**src/hw/rtl/anhe_pkg.sv**
```systemverilog
`timescale 1ns / 1ps
`default_nettype none

package anhe_pkg;

  localparam int unsigned HASH_KINDS         = 3;
  localparam int unsigned TABLE_GROUPS_DEF   = 5;
  localparam int unsigned QUEUE_DEPTH        = 4;

  localparam logic [31:0] SEED1_INIT = 32'h7FED7FED;
  localparam logic [31:0] SEED2_INIT = 32'hEEEEEEEE;
  localparam logic [31:0] SEED2_INC  = 32'd3;

  localparam logic [21:0] LCG_SEED = 22'h100001;
  localparam logic [6:0]  LCG_MUL  = 7'd125;
  localparam logic [1:0]  LCG_INC  = 2'd3;
  localparam logic [21:0] LCG_MOD  = 22'h2AAAAB;

  localparam logic [7:0] LOWER_FIRST = 8'h61;
  localparam logic [7:0] LOWER_LAST  = 8'h7A;
  localparam logic [7:0] CASE_DELTA  = 8'h20;

  typedef struct packed {
    logic [7:0] name_byte;
    logic       last_byte;
  } name_word_t;

  typedef struct packed {
    logic [31:0] offset_hash;
    logic [31:0] hash_a;
    logic [31:0] hash_b;
  } hash_word_t;

  // one table write, fanned out to the per-kind memories
  typedef struct packed {
    logic [HASH_KINDS-1:0]      en;
    logic [HASH_KINDS-1:0][7:0] addr;
    logic [31:0]                data;
  } tbl_wr_t;

  typedef struct packed {
    logic [7:0]                  ch;
    logic                        last;
    logic [HASH_KINDS-1:0][31:0] words;
  } qent_t;

endpackage

`default_nettype wire

```
**src/hw/rtl/anhe_queue.sv**
```systemverilog
`timescale 1ns / 1ps
`default_nettype none

module anhe_queue (
  input  wire logic                 clk,
  input  wire logic                 rst,
  input  wire logic                 push,
  input  wire anhe_pkg::qent_t      push_ent,
  input  wire logic                 pop,
  output logic                      head_valid,
  output anhe_pkg::qent_t           head_ent,
  output logic [$clog2(anhe_pkg::QUEUE_DEPTH):0] level
);
  import anhe_pkg::*;

  localparam int unsigned PW = $clog2(QUEUE_DEPTH);

  qent_t          slots [QUEUE_DEPTH];
  logic [PW-1:0]  wr_ptr;
  logic [PW-1:0]  rd_ptr;

  assign head_valid = (level != '0);
  assign head_ent   = slots[rd_ptr];

  always_ff @(posedge clk) begin
    if (push) begin
      slots[wr_ptr] <= push_ent;
    end
  end

  always_ff @(posedge clk) begin
    if (rst) begin
      wr_ptr <= '0;
      rd_ptr <= '0;
      level  <= '0;
    end else begin
      if (push) begin
        wr_ptr <= wr_ptr + PW'(1);
      end
      if (pop) begin
        rd_ptr <= rd_ptr + PW'(1);
      end
      if (push && !pop) begin
        level <= level + (PW + 1)'(1);
      end else if (pop && !push) begin
        level <= level - (PW + 1)'(1);
      end
    end
  end

endmodule

`default_nettype wire

```
**config.mk**
```make
export PLATFORM = sky130hd
export DESIGN_NAME = anhe_queue
export DESIGN_NICKNAME = d
export VERILOG_FILES = /design/src/hw/rtl/anhe_pkg.sv /design/src/hw/rtl/anhe_queue.sv
export SDC_FILE = /design/constraint.sdc
export NUM_CORES = 1
export LEC_CHECK = 0
export BUFFER_PORTS_ARGS = -buffer_cell sky130_fd_sc_hd__buf_2
export CAP_MARGIN = 10
export CORE_MARGIN = 5
export CORE_UTILIZATION = 45
export CTS_CLUSTER_DIAMETER = 120
export CTS_CLUSTER_SIZE = 8
export DETAILED_ROUTE_END_ITERATION = 10
export PLACE_DENSITY = 0.7
export SKIP_LAST_GASP = 1
export SLEW_MARGIN = 20
export SYNTH_ARGS = -nofsm -noshare
export SYNTH_HDL_FRONTEND = slang
export SYNTH_SLANG_ARGS = --single-unit
```
**constraint.sdc**
```tcl
create_clock -name clk -period 3.5 [get_ports clk]
set_input_delay 0.175 -clock clk [delete_from_list [all_inputs] [get_ports clk]]
set_output_delay 0.175 -clock clk [all_outputs]
set_load 0.05 [all_outputs]
```
Yosys cells after proc, flatten, opt, wreduce, memory -nomap -nowiden
Memories as Yosys holds them, arrays and structs flattened. A register that Yosys moved wholly into a read port is not among the register bits.
Index checks and enable logic that the tools add are counted.
{ "totals": {"mem_count": 1, "input_bits": 109, "ram_bits": 420, "register_bits": 7} }
{ "op_classes": {"reduce_logical": 6, "mux": 6, "addsub": 4} }
{ "memory_table": {"columns": ["name", "words", "word_bits", "rd", "rd_ports_with_merged_regs", "wr", "line_no", "text"], "rows": [
  ["slots", 4, 105, 1, 1, 1, "anhe_queue.sv:18", "qent_t slots [QUEUE_DEPTH];"]
]} }
{ "op_table": {"columns": ["cell", "count"], "rows": [
  ["two-way mux 3 bit", 2],
  ["adder 2 x 1 -> 2 bit, second input constant", 2],
  ["two-way mux 2 bit", 2],
  ["adder 3 x 1 -> 3 bit, second input constant", 1],
  ["nonzero test 3 bit", 1],
  ["subtractor 3 x 1 -> 3 bit, second input constant", 1],
  ["logical AND 1 bit", 2],
  ["zero test 1 bit", 2],
  ["two-way mux 1 bit", 2],
  ["nonzero test 2 bit", 1]
]} }

Logic depth before layout (Yosys ltp)
{ "depth": {"depth_word": 4, "mapped_depth": 7, "mapped_depth_nobuf": 7} }

Worst setup path before layout
Ideal clock, no wire load.
{ "synth_timing": {"path_kind": "register to register", "start": "reg wr_ptr[0]", "end": "mem slots[0][0] (netlist bit), enable pin", "setup_ns": 0.476, "t_required_ns": 3.024, "path_slack_ns": 0.059, "arrival_time_ns": 2.965, "stages_incl_launch_ff": 4, "synth_period_minus_slack_ns": 3.441, "cell_sequence": "dfxtp_1 > inv_1 > ha_1 > and2_1"} }
{ "synth_lines": {"columns": ["element", "line_no", "text"], "rows": [
  ["start: declaration", "anhe_queue.sv:19", "logic [PW-1:0] wr_ptr;"],
  ["start signal: assignment", "anhe_queue.sv:38", "wr_ptr <= wr_ptr + PW'(1);"],
  ["end: declaration", "anhe_queue.sv:18", null]
]} }
No word-level cell before the write port.

==> metrics.log <==
INFO  metric gp_routability_congestion = 0.708
INFO  metric met2_length = 15500 um
INFO  metric finish.net_count = 1090
INFO  metric worst_slew_margin_rel = 0.414
INFO  metric worst_r2r_end = slots[0][93]
INFO  metric min_from = push_ent[14]
INFO  metric cts_buffers = 59
INFO  metric grt_setup_unrepaired = no
INFO  metric synth_largest_type_area_fraction = 0.810
INFO  metric cp_cell_sequence = buf_4, mux4_2, buf_2
INFO  metric grt_start_max_net_pins = 54
INFO  metric drive_above_1_share = 0.412
INFO  metric post-route-min-period = 2.75 ns
INFO  metric final_common_cell = sky130_fd_sc_hd__edfxtp_1
INFO  metric crit_path_start_kind = flip-flop
INFO  metric crit_slowest_cell = sky130_fd_sc_hd__dfxtp_4
INFO  metric dieWidth = 196 um
INFO  metric io_buffer_count = 217
INFO  metric cts.repair.resized = 0
INFO  metric detail_route.drc_violations = 0
INFO  metric insertedDiodeCount = 0
INFO  metric timing_worst_slew_pin_value = 0.879 ns
INFO  metric detail_route.iter0.violations = 354
INFO  metric clock_net_sink_count = 429
INFO  metric initial_core_util = 0.453
INFO  metric drt_first_pass_iters = 5
INFO  metric areaGrowthSynthToFinish = 28.7%
INFO  metric hp-class = input port to flip-flop
INFO  metric worst_clock_skew = 0.0112 ns
INFO  metric wire_length_of_the_first_global_routing_pass = 49100 um
INFO  metric dpl_cell_area = 17300 um2
INFO  metric max_cap_viol_count = 0
INFO  metric grt_use_total = 0.167
INFO  metric synth.yosys.seq_area_share = 0.821
INFO  metric number_of_synthesized_register_bits = 429
INFO  metric core_area = 34400 um2
INFO  metric worst_skew_pair.late_latency = 0.59 ns
INFO  metric cts_max_path_buffers = 3
INFO  metric clock_tree.htree_level_count = 2
INFO  metric syn_area_per_cell = 26.3 um2
INFO  metric layout.cells.most_common_list = sky130_fd_sc_hd__edfxtp_1, sky130_fd_sc_hd__buf_2, sky130_fd_sc_hd__dlygate4sd3_1, sky130_fd_sc_hd__mux4_2, sky130_fd_sc_hd__clkbuf_16
INFO  metric worst_ir_drop_vdd = 0.495 mV
INFO  metric totalNegativeSetupSlack = 0 ns
INFO  metric dieArea = 38400 um2
INFO  metric r2r_start = wr_ptr[0]
INFO  metric final_ant_viol_nets = 0
INFO  metric outcome = finished, final reports clean
INFO  metric timing.final.crit_share = 0.786
INFO  metric pwr_density_cell = 639 nW/um2
INFO  metric whs_endpoint = slots[3][14]
INFO  metric die-height = 196 um
INFO  metric fmax = 363 MHz
INFO  metric critPathMaxStageDelay = 0.83 ns
INFO  metric antenna_found_initial = 2
INFO  metric wirelength_met1 = 13000 um
INFO  metric wire_per_inst = 21.5 um
INFO  metric yosys.area.top_type = sky130_fd_sc_hd__edfxtp_1
INFO  metric first_global_vias = 8288
INFO  metric worst-endpoint-arrival = 2.58 ns
INFO  metric count_of_final_setup_violators = 0
INFO  metric avgViaCountPerCell = 5.13
INFO  metric critPathMaxFanout = 33
INFO  metric netlist_instances = 592
INFO  metric cts_tree = done
INFO  metric num_rows = 68
INFO  metric maxSlewViolCount = 0
INFO  metric min_delay_path_depth = 2
INFO  metric dr_wl_met3 = 2130 um
INFO  metric clk_transition_reported_paths = 0.06 ns
INFO  metric syn-num-nets = 707
INFO  metric post_synth_num_cell_types = 19
INFO  metric ios = 218
INFO  metric yosysWarnings = 0
INFO  metric hold_viol = 0
INFO  metric hpwl = 18500 um
INFO  metric clock_tree_root_driver_cell = sky130_fd_sc_hd__clkbuf_16
INFO  metric grt_remaining_overflow = 0
INFO  metric reg2reg_slack = 1.47 ns
INFO  metric final.fill_count = 2481
INFO  metric worst-path-buf-inv = 2
INFO  metric final_cell_area = 20000 um2
INFO  metric syn-cell-area = 15600 um2
INFO  metric timing.critical_path.to_type = output pin
INFO  metric worstSetupPathType = flip-flop to output pin
INFO  metric reg2reg_depth = 4
INFO  metric power_leakage = 6.87 nW
INFO  metric vias = 7483
INFO  metric critPathTopFamily = flip-flops
INFO  metric synth.top_cells.by_area = sky130_fd_sc_hd__edfxtp_1, sky130_fd_sc_hd__mux4_2, sky130_fd_sc_hd__dfxtp_1, sky130_fd_sc_hd__buf_8, sky130_fd_sc_hd__ha_1
INFO  metric wl = 31400 um
INFO  metric worst-endpoint-required = 3.32 ns
INFO  metric highest_layer = met5
## worst max path at each step
stage	from	to	slack, ns	depth (start not counted)
after CTS	flip-flop	head_ent[59]	0.63	3
after detailed placement	flip-flop	head_ent[59]	1.29	3
after floorplan	wr_ptr[0]	slots[0][0]	0.06	3
final	flip-flop	head_ent[53]	0.75	3
after global placement	flip-flop	head_ent[30]	1.32	3
after global routing	flip-flop	head_ent[53]	0.54	3
## what timing repair did
action | 4_1_cts | 5_1_grt
endpoints found under the hold margin | 429 | 0
buffers inserted | 0 | 0
hold buffers | 108 | 0
## cell usage after synthesis, drive strengths merged
master  count
inv         4
a21oi       1
ha          5
mux4      105
clkbuf      6
xor2        3
and2        4
or3         2
edfxtp    420
o21ai       1
nor2        7
buf        19
mux2i       2
fa          1
nand2       1
dfxtp       9
xnor2       2
## state kept, by name, indices dropped and copies added, names as in the netlist, named ones only
register,flops
slots,420
rd_ptr,2
level,3
wr_ptr,2
## power by group
group / internal (mW) / switching, mW / total [mW]
registers: 5.92 / 0.0911 / 6.01
logic: 0.588 / 1.19 / 1.78
clock network: 3.09 / 1.93 / 5.01
## kinds of logic (layout without fill, tap and decap cells)
logic type,count (synthesis),after routing,synth area share
AOI/OAI and AO/OA,2,2,0.000642
xor gates and xnor gates,5,5,0.00281
buffers and inverters,29,440,0.0128
adders and majority gates,6,6,0.00530
muxes,107,107,0.153
and+or+nand+nor,14,14,0.00434
DFF,429,429,0.821
## through the flow
stage	cells	hold WS [ns]	total power [mW]	setup slack (ns)	util
after floorplan	592	0.274	7.34	0.0591	-
after global placement	1261	0.389	7.78	1.32	0.504
after detailed placement	1261	0.392	7.81	1.29	0.504
after CTS	1458	0.291	13.0	0.630	0.583
after global routing	1458	0.330	13.3	0.540	0.583
final	1458	0.342	12.8	0.747	0.583
## area by class of cell
type	count	area [um2]	share of cell area
Sequential cell	429	12800	0.639
Multi-Input combinational cell	134	2600	0.130
Timing Repair Buffer	347	2430	0.121
Clock buffer	86	1600	0.0798
Tap cell	455	569	0.0284
Clock inverter	3	30.0	0.00150
Inverter	4	15.0	0.000749
## per-layer routing
layer  global-route usage  vias to the layer above
met5                    0                        -
met4               0.0538                        4
met3               0.0419                       60
met2                0.275                      253
met1                0.221                     3843
li1                     -                     3323
Power figures use the tool's default switching activity.
