**src/hw/rtl/anhe_pkg.sv**
```systemverilog
`timescale 1ns / 1ps
`default_nettype none

package anhe_pkg;

  localparam int unsigned HASH_KINDS         = 3;
  localparam int unsigned TABLE_GROUPS_DEF   = 5;
  localparam int unsigned QUEUE_DEPTH        = 4;

  localparam logic [31:0] SEED1_INIT = 32'h7FED7FED;
  localparam logic [31:0] SEED2_INIT = 32'hEEEEEEEE;
  localparam logic [31:0] SEED2_INC  = 32'd3;

  localparam logic [21:0] LCG_SEED = 22'h100001;
  localparam logic [6:0]  LCG_MUL  = 7'd125;
  localparam logic [1:0]  LCG_INC  = 2'd3;
  localparam logic [21:0] LCG_MOD  = 22'h2AAAAB;

  localparam logic [7:0] LOWER_FIRST = 8'h61;
  localparam logic [7:0] LOWER_LAST  = 8'h7A;
  localparam logic [7:0] CASE_DELTA  = 8'h20;

  typedef struct packed {
    logic [7:0] name_byte;
    logic       last_byte;
  } name_word_t;

  typedef struct packed {
    logic [31:0] offset_hash;
    logic [31:0] hash_a;
    logic [31:0] hash_b;
  } hash_word_t;

  // one table write, fanned out to the per-kind memories
  typedef struct packed {
    logic [HASH_KINDS-1:0]      en;
    logic [HASH_KINDS-1:0][7:0] addr;
    logic [31:0]                data;
  } tbl_wr_t;

  typedef struct packed {
    logic [7:0]                  ch;
    logic                        last;
    logic [HASH_KINDS-1:0][31:0] words;
  } qent_t;

endpackage

`default_nettype wire

```
**src/hw/rtl/anhe_back.sv**
```systemverilog
`timescale 1ns / 1ps
`default_nettype none

module anhe_back (
  input  wire logic                 clk,
  input  wire logic                 rst,
  input  wire logic                 head_valid,
  input  wire anhe_pkg::qent_t      head_ent,
  output logic                      pop,
  output logic                      hash_valid,
  input  wire logic                 hash_stall,
  output anhe_pkg::hash_word_t      hash_word
);
  import anhe_pkg::*;

  logic [HASH_KINDS-1:0][31:0] seed1;
  logic [HASH_KINDS-1:0][31:0] seed2;
  logic [HASH_KINDS-1:0][31:0] seed1_next;
  logic [HASH_KINDS-1:0][31:0] seed2_next;
  logic out_free;

  always_comb begin
    for (int k = 0; k < HASH_KINDS; k++) begin
      seed1_next[k] = head_ent.words[k] ^ (seed1[k] + seed2[k]);
      seed2_next[k] = {24'd0, head_ent.ch} + seed1_next[k] + seed2[k] +
                      {seed2[k][26:0], 5'd0} + SEED2_INC;
    end
  end

  assign out_free = !hash_valid || !hash_stall;
  // a closing byte waits until the result register can take it
  assign pop      = head_valid && (!head_ent.last || out_free);

  always_ff @(posedge clk) begin
    if (rst) begin
      hash_valid <= 1'b0;
      for (int k = 0; k < HASH_KINDS; k++) begin
        seed1[k] <= SEED1_INIT;
        seed2[k] <= SEED2_INIT;
      end
    end else begin
      if (pop && head_ent.last) begin
        hash_valid <= 1'b1;
      end else if (!hash_stall) begin
        hash_valid <= 1'b0;
      end
      if (pop) begin
        if (head_ent.last) begin
          hash_word.offset_hash <= seed1_next[0];
          hash_word.hash_a      <= seed1_next[1];
          hash_word.hash_b      <= seed1_next[2];
          for (int k = 0; k < HASH_KINDS; k++) begin
            seed1[k] <= SEED1_INIT;
            seed2[k] <= SEED2_INIT;
          end
        end else begin
          seed1 <= seed1_next;
          seed2 <= seed2_next;
        end
      end
    end
  end

endmodule

`default_nettype wire

```
**config.mk**
```make
export PLATFORM = sky130hd
export DESIGN_NAME = anhe_back
export DESIGN_NICKNAME = d
export VERILOG_FILES = /design/src/hw/rtl/anhe_pkg.sv /design/src/hw/rtl/anhe_back.sv
export SDC_FILE = /design/constraint.sdc
export NUM_CORES = 1
export LEC_CHECK = 0
export ABC_AREA = 0
export BUFFER_PORTS_ARGS = -buffer_cell sky130_fd_sc_hd__buf_4
export CORE_MARGIN = 2
export CORE_UTILIZATION = 45
export DETAILED_ROUTE_END_ITERATION = 10
export PLACE_DENSITY_LB_ADDON = 0.05
export RECOVER_POWER = 100
export SYNTH_ARGS = -nofsm -noshare
export SYNTH_HDL_FRONTEND = slang
export SYNTH_SLANG_ARGS = --single-unit
export TNS_END_PERCENT = 1
```
**constraint.sdc**
```tcl
create_clock -name clk -period 7.25 [get_ports clk]
set_clock_uncertainty 0.2 [all_clocks]
set_input_delay 0 -clock clk [delete_from_list [all_inputs] [get_ports clk]]
set_output_delay 0 -clock clk [all_outputs]
set_load 0.01 [all_outputs]
```
After elaboration in Yosys (flattened, before gate mapping). Cells that the tools add are included.

Register bits after elaboration: 289. Input port bits: 109. Output and inout port bits: 98. Logic and storage cells: 42.

Bitwise operators: 4. Multiplexer cells: 4. Reductions and logical operators: 8. Eq/ne operators: 1. Add/sub/neg operators: 15.

Operators by type and width (number): adder 32 bit (9); 2-to-1 mux 96 bit (2); adder 32 x 2 -> 32 bit, second input constant (3); adder 8 x 32 -> 32 bit (3); bitwise XOR 32 bit (3); zero test 1 bit (3); AND reduction 3 bit (1); logical AND 1 bit (2); logical OR 1 bit (2); 2-to-1 mux 1 bit (2); inequality test 2 x 1 -> 1 bit, second input constant (1); NOT 1 bit (1).

Logic depth before layout (Yosys ltp).
Depth after elaboration: 7. Depth in mapped cells: 26.

Worst setup path before layout. OpenSTA, ideal clock, no wires.

Kind: reg-to-reg. Start: reg hash_valid. End: reg hash_word[0] (netlist name) (enable). Data arrival time: 5.391 ns. Clock period less this slack: 6.143 ns. Stages on the path, launching flop included: 8. Path slack: 1.107 ns. Library setup time: 0.551 ns. Path through: dfxtp_1 -> nand3_1 -> nand2_1 -> clkinv_1 -> clkbuf_1 -> buf_1 -> nand2_1 -> nor2_1.

Longest elaborated chain between the ends: 5.

Ends and longest elaborated chain: start: declaration (RTL line anhe_back.sv:10) `output logic hash_valid,`; start signal: assignment (RTL line anhe_back.sv:36) `hash_valid <= 1'b0;`; start signal: assignment (RTL line anhe_back.sv:43) `hash_valid <= 1'b1;`; start signal: assignment (RTL line anhe_back.sv:45) `hash_valid <= 1'b0;`; zero test 1 bit (RTL line anhe_back.sv:30) `assign out_free = !hash_valid || !hash_stall;`; logical OR 1 bit (RTL line anhe_back.sv:30); logical OR 1 bit (RTL line anhe_back.sv:32) `assign pop = head_valid && (!head_ent.last || out_free);`; logical AND 1 bit (RTL line anhe_back.sv:32); net pop (RTL line anhe_back.sv:9) `output logic pop,`; AND reduction 3 bit (no source line); end: declaration (RTL line anhe_back.sv:12) `output anhe_pkg::hash_word_t hash_word`.

The timed path passes the listed nets, and every way through them passes these cells. A chain may end at the register's enable or synchronous reset.

Worst setup path after layout.
Start: reg seed2[64] (netlist name). End: reg seed2[94] (netlist name).

Longest elaborated chain between the ends: 7.

Ends and longest elaborated chain: start: declaration (RTL line anhe_back.sv:17) `logic [HASH_KINDS-1:0][31:0] seed2;`; start signal: assignment (RTL line anhe_back.sv:58) `seed2 <= seed2_next;`; adder 32 bit (RTL line anhe_back.sv:24) `seed1_next[k] = head_ent.words[k] ^ (seed1[k] + seed2[k]);`; bitwise XOR 32 bit (RTL line anhe_back.sv:24); adder 8 x 32 -> 32 bit (RTL line anhe_back.sv:25) `seed2_next[k] = {24'd0, head_ent.ch} + seed1_next[k] + seed2[k] +`; adder 32 bit (RTL line anhe_back.sv:25); adder 32 bit * (RTL line anhe_back.sv:25); adder 32 x 2 -> 32 bit * (RTL line anhe_back.sv:26) `{seed2[k][26:0], 5'd0} + SEED2_INC;`; 2-to-1 mux 96 bit * (RTL line anhe_back.sv:48) `if (head_ent.last) begin`.

Every way passes the cells marked *; elsewhere a longest branch is shown, timed or not.

==> run metrics <==
sequential cell area fraction in the yosys report between 20% and 30%; final setup fails 0; setup TNS 0 ns; H-tree depth 2; Final Max Slew Viols 137; total routed wirelength roughly 65000 um; r2r worst-path depth 24; TritonCTS Sinks 289; relative slew slack -130.6%; Post-DP HPWL about 48000 um; outcome complete, but fails checks; post_cts resized 0; post-synth top area share 16.63%; Core Area slightly above 0.05 mm2; IO Port Bufs ~210; delay-heaviest family, CP compound AO/OA/AOI/OAI gates; Post-synth EDFFs 96; YS warnings 0; pre-CTS WS ~0.7 ns; Initial DRC Count about 1100; Syn Inst Count 2589; worst-path maximum fanout 6; register bit total from synthesis 289; share of cells above drive strength 1 6.186%; critical path arrival about 6.9 ns; crit-path cells ha_1, fa_1, a21oi_1, o21ai_0, a21o_1, a31oi_2, o21bai_1, nor2b_1, o21ai_0, nand2b_1, xnor2_1, fa_1, inv_1, ha_1, ha_1, or3_1, o211ai_1, a31oi_1, a221o_1, a221o_1, a21o_1, a311oi_2, xor2_1, o21ai_1; GRT Util Overall about a quarter; area of the mapped netlist approximately 0.023 mm2; Max stage delay on crit path approximately 0.50 ns; Netlist cell types between 70 and 80; DRC Markers 0; Worst Tran Pin Value about 3.5 ns; most common cell after layout, fill and taps aside inv_1; element type at the critical path end flip-flop; Skew-Pair Late Insertion Delay between 0.5 and 0.6 ns; largest cells by area after synthesis dfxtp_1 (17%), ha_1 (15%), edfxtp_1 (12%); vias in the first global route 19220; worst setup path class flip-flop to flip-flop; hold depth 5; Die Footprint about 0.053 mm2; slowest CP cell fa_1; CTS buffer count 38; Final #Nets 3364; CP required 7.46 ns; Bufs and invs on worst path 1; clock-pin slew on the worst setup and hold paths about 0.060 ns; number of I/O pins 207; r2r setup slk between 0.5 and 0.6 ns; number of antenna violations at the first check in global routing 4; # placed instances roughly 3400; DR pass1 iterations 7; element type at the critical path start flip-flop; critical path depth 24; total gr overflow 0; routability cong. around 0.9; Max clock buf depth 3; via count 19170; final hold slack 0.0002218 ns; Async S/R FF share, synth 0%; clock root buffer clkbuf_16; area leader, netlist dfxtp_1; Layout area overhead 17.79%; setup ws final between 0.5 and 0.6 ns; reg2reg end seed2[94]; most frequent cells in the layout inv_1 (376), ha_1 (276), nand2_1 (201), dfxtp_1 (193); Layout Cells excl Fill around 3600; Min-Delay Endpoint hash_word[63]; hold_sp head_ent[63]; Final Cycle Share 92.32%; antenna viol nets, final 0; largest net degree at the start of global routing around 210; syn avg cell area between 8 and 9 um2; Main synth FF type dfxtp_1; fmax between 100 and 150 MHz; syn_nets just over 3000; Hold Violations, Final 0; Die X approximately 230 um; Row Count 83; CTS tree built; hold crit path type primary input to flip-flop; FILL cells 4800; first-pass GRT wire length between 100000 and 150000 um; failing checks max-capacitance violations, max-slew violations; DR vias/cell roughly 5.3; drt wl/cell roughly 18 um; RSZ-0062 raised after global routing false; most frequent CP cell ha_1; MaxCap Viol Count 4; crit path time final 6.693 ns; starting density of the core about 45%; worst r2r src seed2[64]; die height between 200 and 250 um
==> sequential cells by signal, summed over array words and instances, names as in the netlist <==
register / flops
hash_valid: 1
seed2: 96
hash_word: 96
seed1: 96
==> worst max path at each step <==
stage / startpoint / endpoint
after detailed placement: seed2[64] / seed2[94]
after CTS: seed2[64] / seed2[94]
after floorplan: hash_valid / hash_word[0]
after global routing: seed2[64] / seed2[94]
final: seed2[64] / seed2[94]
after global placement: seed2[64] / seed2[94]
==> stage by stage <==
step | area, um2 | util, %
after floorplan | 23230 | -
after global placement | 25500 | 49.81
after global routing | 27360 | 53.44
after detailed placement | 25500 | 49.81
after CTS | 27800 | 54.30
final | 27360 | 53.44
==> area by class of cell <==
cell class	count	area (um2)	share of cell area [%]
diodes	2	5.005	0.01829
clock buffers	63	1180	4.312
clock inverters	7	87.58	0.3201
inverters	376	1411	5.158
multi-input cells	1854	14800	54.08
flip-flops and latches	289	6746	24.66
well taps	680	850.8	3.110
repair buffers	321	2283	8.346
==> layer usage <==
metal / part of all wire (%) / GRT usage, % / vias up
met5: 0.020 / 0 / -
met4: 2.2 / 7.117 / 2
met3: 4.9 / 3.420 / 80
met2: 46 / 40.68 / 411
met1: 46 / 32.27 / 9087
li1: - / - / 9591
==> worst register-to-register path: cells and delay by family (launching register included) <==
| kind | cells | cell delay, ns |
|---|---|---|
| flip-flops | 1 | 0.35 |
| adder cells (fa/ha/maj) | 5 | 1.72 |
| AO/OA/AOI/OAI | 13 | 2.99 |
| buffers and inverters | 1 | 0.07 |
| AND/OR/NAND/NOR | 3 | 0.65 |
| XOR/XNOR | 2 | 0.54 |
==> timing repair <==
| item | 4_1_cts | 5_1_grt |
|---|---|---|
| hold buffers | 103 | 0 |
| endpoints found under the setup margin | 0 | 0 |
| hold endpoints to repair | 216 | 0 |
| buffers inserted | 0 | 0 |
==> cells by family after synthesis <==
group	synth area share [%]
muxes	0.1293
buffers and inverters	7.212
xor gates and xnor gates	10.43
DFF	29.04
and+or+nand+nor	10.24
AOI/OAI and AO/OA	19.55
adders and majority gates	23.40
==> cells in the mapped netlist (all sizes together), types with 6 or more instances <==
master  count
and3       22
ha        276
dfxtp     193
nor2      107
and4        6
nand2     201
o31ai      12
a22oi      27
nand3b      6
a211o       6
o21a       16
a221o       6
nand3      47
o21bai     21
clkbuf     63
nor2b      24
edfxtp     96
o211ai    116
o21ai     122
buf         7
inv       375
nor3       21
a21o       80
or3         6
xnor2     181
o22ai      11
xor2       93
a21oi     181
nand2b     32
a211oi     17
nand4      15
fa         99
a31oi      21
Power is not shown: default switching activity piles up to over one toggle a cycle in this logic, so the estimate is an artifact.
