### src/hw/rtl/anhe_pkg.sv
`timescale 1ns / 1ps
`default_nettype none

package anhe_pkg;

  localparam int unsigned HASH_KINDS         = 3;
  localparam int unsigned TABLE_GROUPS_DEF   = 5;
  localparam int unsigned QUEUE_DEPTH        = 4;

  localparam logic [31:0] SEED1_INIT = 32'h7FED7FED;
  localparam logic [31:0] SEED2_INIT = 32'hEEEEEEEE;
  localparam logic [31:0] SEED2_INC  = 32'd3;

  localparam logic [21:0] LCG_SEED = 22'h100001;
  localparam logic [6:0]  LCG_MUL  = 7'd125;
  localparam logic [1:0]  LCG_INC  = 2'd3;
  localparam logic [21:0] LCG_MOD  = 22'h2AAAAB;

  localparam logic [7:0] LOWER_FIRST = 8'h61;
  localparam logic [7:0] LOWER_LAST  = 8'h7A;
  localparam logic [7:0] CASE_DELTA  = 8'h20;

  typedef struct packed {
    logic [7:0] name_byte;
    logic       last_byte;
  } name_word_t;

  typedef struct packed {
    logic [31:0] offset_hash;
    logic [31:0] hash_a;
    logic [31:0] hash_b;
  } hash_word_t;

  // one table write, fanned out to the per-kind memories
  typedef struct packed {
    logic [HASH_KINDS-1:0]      en;
    logic [HASH_KINDS-1:0][7:0] addr;
    logic [31:0]                data;
  } tbl_wr_t;

  typedef struct packed {
    logic [7:0]                  ch;
    logic                        last;
    logic [HASH_KINDS-1:0][31:0] words;
  } qent_t;

endpackage

`default_nettype wire

### src/hw/rtl/anhe_table_gen.sv
`timescale 1ns / 1ps
`default_nettype none

module anhe_table_gen #(
  parameter int unsigned TABLE_GROUPS = anhe_pkg::TABLE_GROUPS_DEF
) (
  input  wire logic            clk,
  input  wire logic            rst,
  output anhe_pkg::tbl_wr_t    wr,
  output logic                 table_ready
);
  import anhe_pkg::*;

  localparam int unsigned GW = (TABLE_GROUPS > 1) ? $clog2(TABLE_GROUPS) : 1;
  localparam logic [GW-1:0] GRP_LAST = GW'(TABLE_GROUPS - 1);

  typedef enum logic [3:0] {
    GEN_MUL  = 4'b0001,
    GEN_QUOT = 4'b0010,
    GEN_REM  = 4'b0100,
    GEN_DONE = 4'b1000
  } gen_state_t;

  gen_state_t  state;
  logic [21:0] seed;
  logic [28:0] prod_t;
  logic [7:0]  quot;
  logic [15:0] hi_half;
  logic        half;
  logic [7:0]  col;
  logic [GW-1:0] grp;

  logic [28:0] t_next;
  logic [30:0] t_times3;
  logic [29:0] q_times_mod;
  logic [29:0] diff;
  logic [29:0] rem_fix;
  logic [21:0] draw;

  // t = seed*125 + 3, then modulo 0x2AAAAB; 3*0x2AAAAB = 2^23 + 1 so
  // (3t >> 23) is the quotient or one too high
  always_comb begin
    t_next      = 29'(seed) * 29'(LCG_MUL) + 29'(LCG_INC);
    t_times3    = 31'(prod_t) + 31'({prod_t, 1'b0});
    q_times_mod = 30'(quot) * 30'(LCG_MOD);
    diff        = {1'b0, prod_t} - q_times_mod;
    rem_fix     = diff + 30'(LCG_MOD);
    draw        = diff[29] ? rem_fix[21:0] : diff[21:0];
  end

  // word (grp, col) sits at grp*256 + col; kind k reads k*255 + ch,
  // so memory k takes group k cols up to 255-k and the tail of group k-1
  always_comb begin
    logic [8:0] sum9;
    logic       base;
    base    = (state == GEN_REM) && half;
    wr.data = {hi_half, draw[15:0]};
    for (int k = 0; k < HASH_KINDS; k++) begin
      sum9       = {1'b0, col} + 9'(k);
      wr.addr[k] = sum9[7:0];
      wr.en[k]   = base && (((grp == GW'(k)) && !sum9[8]) ||
                            ((k > 0) && (grp == GW'(k - 1)) && sum9[8]));
    end
  end

  always_ff @(posedge clk) begin
    if (rst) begin
      state       <= GEN_MUL;
      seed        <= LCG_SEED;
      half        <= 1'b0;
      col         <= '0;
      grp         <= '0;
      table_ready <= 1'b0;
    end else begin
      unique case (state)
        GEN_MUL: begin
          prod_t <= t_next;
          state  <= GEN_QUOT;
        end
        GEN_QUOT: begin
          quot  <= t_times3[30:23];
          state <= GEN_REM;
        end
        GEN_REM: begin
          seed <= draw;
          if (!half) begin
            hi_half <= draw[15:0];
            half    <= 1'b1;
            state   <= GEN_MUL;
          end else begin
            half <= 1'b0;
            if (grp == GRP_LAST) begin
              grp <= '0;
              if (col == 8'hFF) begin
                state       <= GEN_DONE;
                table_ready <= 1'b1;
              end else begin
                col   <= col + 8'd1;
                state <= GEN_MUL;
              end
            end else begin
              grp   <= grp + GW'(1);
              state <= GEN_MUL;
            end
          end
        end
        GEN_DONE: begin
          state <= GEN_DONE;
        end
        default: begin
          state <= GEN_DONE;
        end
      endcase
    end
  end

endmodule

`default_nettype wire

### config.mk
export PLATFORM = sky130hd
export DESIGN_NAME = anhe_table_gen
export DESIGN_NICKNAME = d
export VERILOG_FILES = /design/src/hw/rtl/anhe_pkg.sv /design/src/hw/rtl/anhe_table_gen.sv
export SDC_FILE = /design/constraint.sdc
export NUM_CORES = 1
export LEC_CHECK = 0
export BUFFER_PORTS_ARGS = -buffer_cell sky130_fd_sc_hd__buf_4
export CAP_MARGIN = 15
export CORE_MARGIN = 1
export CORE_UTILIZATION = 45
export DETAILED_ROUTE_END_ITERATION = 10
export PLACE_DENSITY = 0.71
export SETUP_SLACK_MARGIN = 0.3
export SLEW_MARGIN = 20
export SYNTH_ARGS = -nofsm -noshare
export SYNTH_HDL_FRONTEND = slang
export SYNTH_SLANG_ARGS = --single-unit
### constraint.sdc
create_clock -name clk -period 8.95 [get_ports clk]
set_input_delay 1.3425 -clock clk [delete_from_list [all_inputs] [get_ports clk]]
set_output_delay 1.3425 -clock clk [all_outputs]
set_load 0.005 [all_outputs]
# Word-level counts from Yosys, hierarchy flattened
# Index checks and enable logic that the tools add are counted.
# totals
register_bits	92
out_inout_bits	60
wordCells	55
# classes
mux	7
mul	2
bitwise_logic	3
n_eq_ne	7
reduce_logical	19
addsub	8
# ops
op	n
adder 29 x 30 -> 31 bit	1
multiplier 8 x 22 -> 30 bit, second input constant	1
subtractor 29 x 30 -> 30 bit	1
adder 29 x 2 -> 29 bit, second input constant	1
multiplier 22 x 7 -> 29 bit, second input constant	1
adder 22 bit, second input constant	1
two-way mux 22 bit	1
two-way mux 4 bit	3
one-hot mux 4 bit (3 select lines)	1
adder 8 x 1 -> 9 bit, second input constant	1
adder 8 x 2 -> 9 bit, second input constant	1
adder 8 x 1 -> 8 bit, second input constant	1
== test 8 bit, second input constant	1
logical AND 1 bit	8
AND reduction 4 bit	2
AND reduction 2 bit	3
== test 4 x 1 -> 1 bit, second input constant	1
== test 4 x 2 -> 1 bit, second input constant	1
== test 4 x 3 -> 1 bit, second input constant	1
adder 3 x 1 -> 3 bit, second input constant	1
== test 3 x 1 -> 1 bit, second input constant	1
== test 3 x 2 -> 1 bit, second input constant	1
== test 3 bit, second input constant	1
zero test 3 bit	1
other kinds (6)	10

# Longest topological paths before layout
# depth
ltp_word	5
depth_mapped	22
mapped_depth_nobuf	19

# Worst setup path after synthesis
# No wires, ideal clock.
# synth_path
path_type	reg-to-output
from	reg quot[7]
to	out wr[12] (netlist bit)
n_path_buf	3
t_required_ns	7.607
stages_incl_launch_ff	20
slack_ns	2.262
t_arrival_ns	5.346
cell_sequence	edfxtp_1 ha_1 xnor2_1 inv_1 fa_1 inv_1 fa_1 ha_1 a21o_1 a21o_1 a211o_1 a21oi_1 o21ai_0 mux2i_1 and3_1 clkbuf_1 buf_4 a21oi_1 or2_1 buf_4
# synth_between
elab_chain_cells	4
# synth_rtl
element	line_no	source
from (decl)	anhe_table_gen.sv:27	logic [7:0] quot;
from (signal assigned)	anhe_table_gen.sv:81	quot <= t_times3[30:23];
multiplier 8 x 22 -> 30 bit *	anhe_table_gen.sv:45	q_times_mod = 30'(quot) * 30'(LCG_MOD);
subtractor 29 x 30 -> 30 bit *	anhe_table_gen.sv:46	diff = {1'b0, prod_t} - q_times_mod;
adder 22 bit	anhe_table_gen.sv:47	rem_fix = diff + 30'(LCG_MOD);
two-way mux 22 bit *	anhe_table_gen.sv:48	draw = diff[29] ? rem_fix[21:0] : diff[21:0];
to (decl)	anhe_table_gen.sv:9	output anhe_pkg::tbl_wr_t wr,
# Every way passes the cells marked *; elsewhere a longest branch is shown, timed or not.

==> impl_metrics.py <==
metrics = {
    "worst_setup_path": {
        "cp_top_family": "adder cells",
        "crit_fanout": 15,
        "critPathSlowestCell": "fa_1",
        "crit_required_ns": 7.61,
        "worstSetupEndpointType": "output pin",
        "crit_chain": "ha_1 -> inv_1 -> fa_1 -> inv_1 -> fa_1 -> inv_1 -> fa_1 -> ha_1 -> a21o_1 -> a21o_1 -> a211o_1 -> a21oi_1 -> o21ai_0 -> mux2i_1 -> nand3_1 -> a21oi_1 -> xor2_1 -> buf_4",
        "critPathArrivalTime_ns": 6.40,
        "worstSetupStartpoint": "quot[4]",
        "r2r_slack_ns": 2.85,
        "path_depth": 18,
        "r2r_start": "quot[4]",
        "crit_end": "wr[15]",
        "crit_path_start_kind": "flip-flop",
        "r2r-end": "hi_half[15]",
        "critical_path_class": "reg2out",
        "cpPeakStageDelay_ns": 0.72,
        "crit_buf_inv": 4,
        "rr_worst_depth": 17,
    },
    "global_route": {
        "antenna_found_initial": 0,
        "grt_start_max_net_pins": 33,
        "grt_pass1_vias": 8580,
        "gr-max-usage-layer": "met2",
        "grtUsageMet1_pct": 26.7,
        "gr-total-overflow": 0,
        "grt_usage_pct": 20.5,
        "met3_usage_pct": 3.47,
        "grt_pass1_wl_um": 43000,
        "grt_util_met2_pct": 34.1,
    },
    "layout": {
        "drive_above_1_share_pct": 8.22,
        "multi_input_area_sq_um": 8630,
        "register_area_sq_um": 2370,
        "syn_to_final_growth_pct": 8.23,
        "layout.nets": 1551,
        "nFillCells": 2376,
        "postLayoutCoreUtil_pct": 49.6,
        "diodes": 0,
    },
    "route": {
        "vias_per_cell": 5.49,
        "wl_per_cell_um": 16.9,
        "post-route-drc-count": 0,
        "wl_um": 26500,
        "ant_nets": 0,
        "first_pass_iters": 5,
        "drt_iter0_drc": 603,
        "vias": 8586,
    },
    "power": {
        "internal-power_mw": 1.16,
        "power.share.clock_pct": 18.9,
        "combinationalPowerShare_pct": 56.5,
        "power.leakage_nw": 6.49,
        "switching_share_pct": 43.2,
        "power.switching_mw": 0.886,
        "p_per_area_nw_per_um2": 159,
        "vdd_ir_drop_max_uv": 164,
        "sequentialPowerShare_pct": 24.5,
    },
    "floorplan": {
        "die_x_um": 165,
        "die_h_um": 165,
        "fp.dieArea_sq_um": 27200,
        "core_area_sq_um": 26100,
        "rows": 59,
        "io_pins": 62,
        "initial_core_util_pct": 45.8,
    },
    "placed_design": {
        "dp_hpwl_um": 22000,
        "pre_cts_ws_ns": 1.64,
        "gp_congestion": 0.884,
        "portBuffers": 61,
    },
    "synth": {
        "synth.avg_cell_area_sq_um": 10.1,
        "synth_top_cell_by_area": "fa_1",
        "synthArstFlopShare_pct": 0,
        "ys_ff_latch": 92,
        "yosys.area.top_type_share_pct": 23.0,
        "yosys_warnings": 0,
        "synth_edf_count": 53,
        "synth_nets": 1515,
        "synth_area_sq_um": 11900,
        "synth_cells": 1187,
        "synthDistinctLibCells": 80,
        "ys_top_cells_by_area": "fa_1 23%, ha_1 20%, edfxtp_1 13%",
        "ys.flop_type": "edfxtp_1",
        "ys_seq_area_share_pct": 19.9,
    },
    "cts": {
        "cts-resized-gates": 0,
        "ctsHoldBuffers": 0,
        "ctsRootBufferMaster": "clkbuf_16",
        "htree_levels": 3,
        "cts.sink_count": 92,
        "numCtsBuffers": 9,
        "cts_setup_buffers": 0,
        "cts_tree": "done",
        "path_clk_slew_ns": 0.07,
        "clock_path_buffers": 2,
        "clk_latency_ns": 0.36,
    },
    "hold_path": {
        "hp-class": "reg2reg",
    },
    "sta": {
        "setup_ws_ns": 1.21,
        "rsz0062_at_grt": "no",
        "min_period_ns": 7.74,
        "timing.final.crit_share_pct": 86.5,
        "hold_violations": 0,
        "worst_slew_pin_slew_ns": 0.897,
        "setup_violations": 0,
        "fmax_mhz": 129,
        "finalSetupTns_ns": 0,
        "fin_skew_ns": 0.0140,
        "relSlewSlack_pct": 39.4,
        "drv_slew": 0,
    },
    "run_status": {
        "outcome": "complete, no violations",
    },
    "job": {
        "cap_violations": 0,
    },
}
synth_stat cells (4+ instances only):
master    instances
inv_1           190
ha_1            189
fa_1            137
a21oi_1          58
edfxtp_1         53
nor2_1           50
xnor2_1          47
dfxtp_1          39
nand2_1          39
xor2_1           38
a21o_1           35
o21ai_0          31
nand3_1          26
nor3_1           20
buf_4            19
nand2b_1         14
nand4_1          14
clkbuf_1         13
a31oi_1          12
and3_1           11
o211a_1          11
or3_1            11
a211o_1           8
o21a_1            8
a211oi_1          6
and2_1            6
o211ai_1          6
o21bai_1          6
nor2b_1           5
nor4_1            5
buf_2             4
mux2i_1           4
nand3b_1          4
o21ai_1           4
power by group through the flow:
stage	registers [mW]	clock network [mW]	logic [mW]
2_1_floorplan	0.506	0	0.890
3_3_place_gp	0.512	0	1.12
3_5_place_dp	0.512	0	1.14
4_1_cts	0.503	0.394	1.15
5_1_grt	0.504	0.410	1.29
6_report	0.503	0.388	1.16
stage by stage:
stage	hold WS [ns]	power, mW	std cells	cell area [sq um]
after floorplan	0.460	1.40	1187	11900
after global placement	0.476	1.63	1547	12600
after detailed placement	0.482	1.65	1547	12600
after CTS	0.498	2.05	1563	12900
after global routing	0.533	2.20	1563	12900
final	0.494	2.05	1563	12900
cells in the final DEF, fill, tap and decap left out, types with 19 or more instances in the layout:
cell      count
a21o_1       35
a21oi_1      58
buf_4        66
dfxtp_1      39
edfxtp_1     53
fa_1        137
ha_1        189
inv_1       190
nand2_1      39
nand3_1      26
nor2_1       50
nor3_1       19
o21ai_0      31
xnor2_1      47
xor2_1       38
routing by layer:
metal / up-vias / wire, um
met5: - / 0
met2: 161 / 12700
li1: 4113 / -
met1: 4268 / 11900
met4: 0 / 783
met3: 44 / 1110
flip-flops by register name, summed over array words and instances, names as in the netlist:
signal,count
col,8
grp,3
half,1
hi_half,16
prod_t,29
quot,8
seed,22
state,4
table_ready,1
cells by family (layout without fill, tap and decap cells):
family,after synthesis,count (layout),synth area share (%)
mux,4,4,0.335
buf+inv,231,272,8.02
xor+xnor,85,85,6.23
simple gates,223,223,9.65
fa+ha+maj,326,326,42.8
flops,92,92,19.9
compound gates,226,226,13.1
worst min path at each step:
stage	from	slack (ns)	to	cells past startpoint
global route	grp[1]	0.53	grp[1]	2
detailed placement	table_ready	0.48	table_ready	2
finish	table_ready	0.49	table_ready	2
floorplan	table_ready	0.46	table_ready	2
global placement	table_ready	0.48	table_ready	2
CTS	table_ready	0.50	table_ready	2
final cells by class:
class	count	area share, %
multi-input cells	864	66.8
clock buffers	12	1.99
flip-flops and latches	92	18.4
inverters	190	5.52
well taps	335	3.24
clock inverters	4	0.232
repair buffers	66	3.83
tightest hold or removal path: cells and delay by family, from the launching register on:
family | cells | cell delay (ns)
AOI/OAI and AO/OA | 1 | 0.04
DFF | 1 | 0.34
and+or+nand+nor | 1 | 0.08
Note: power is estimated with default switching activity, not from simulation.
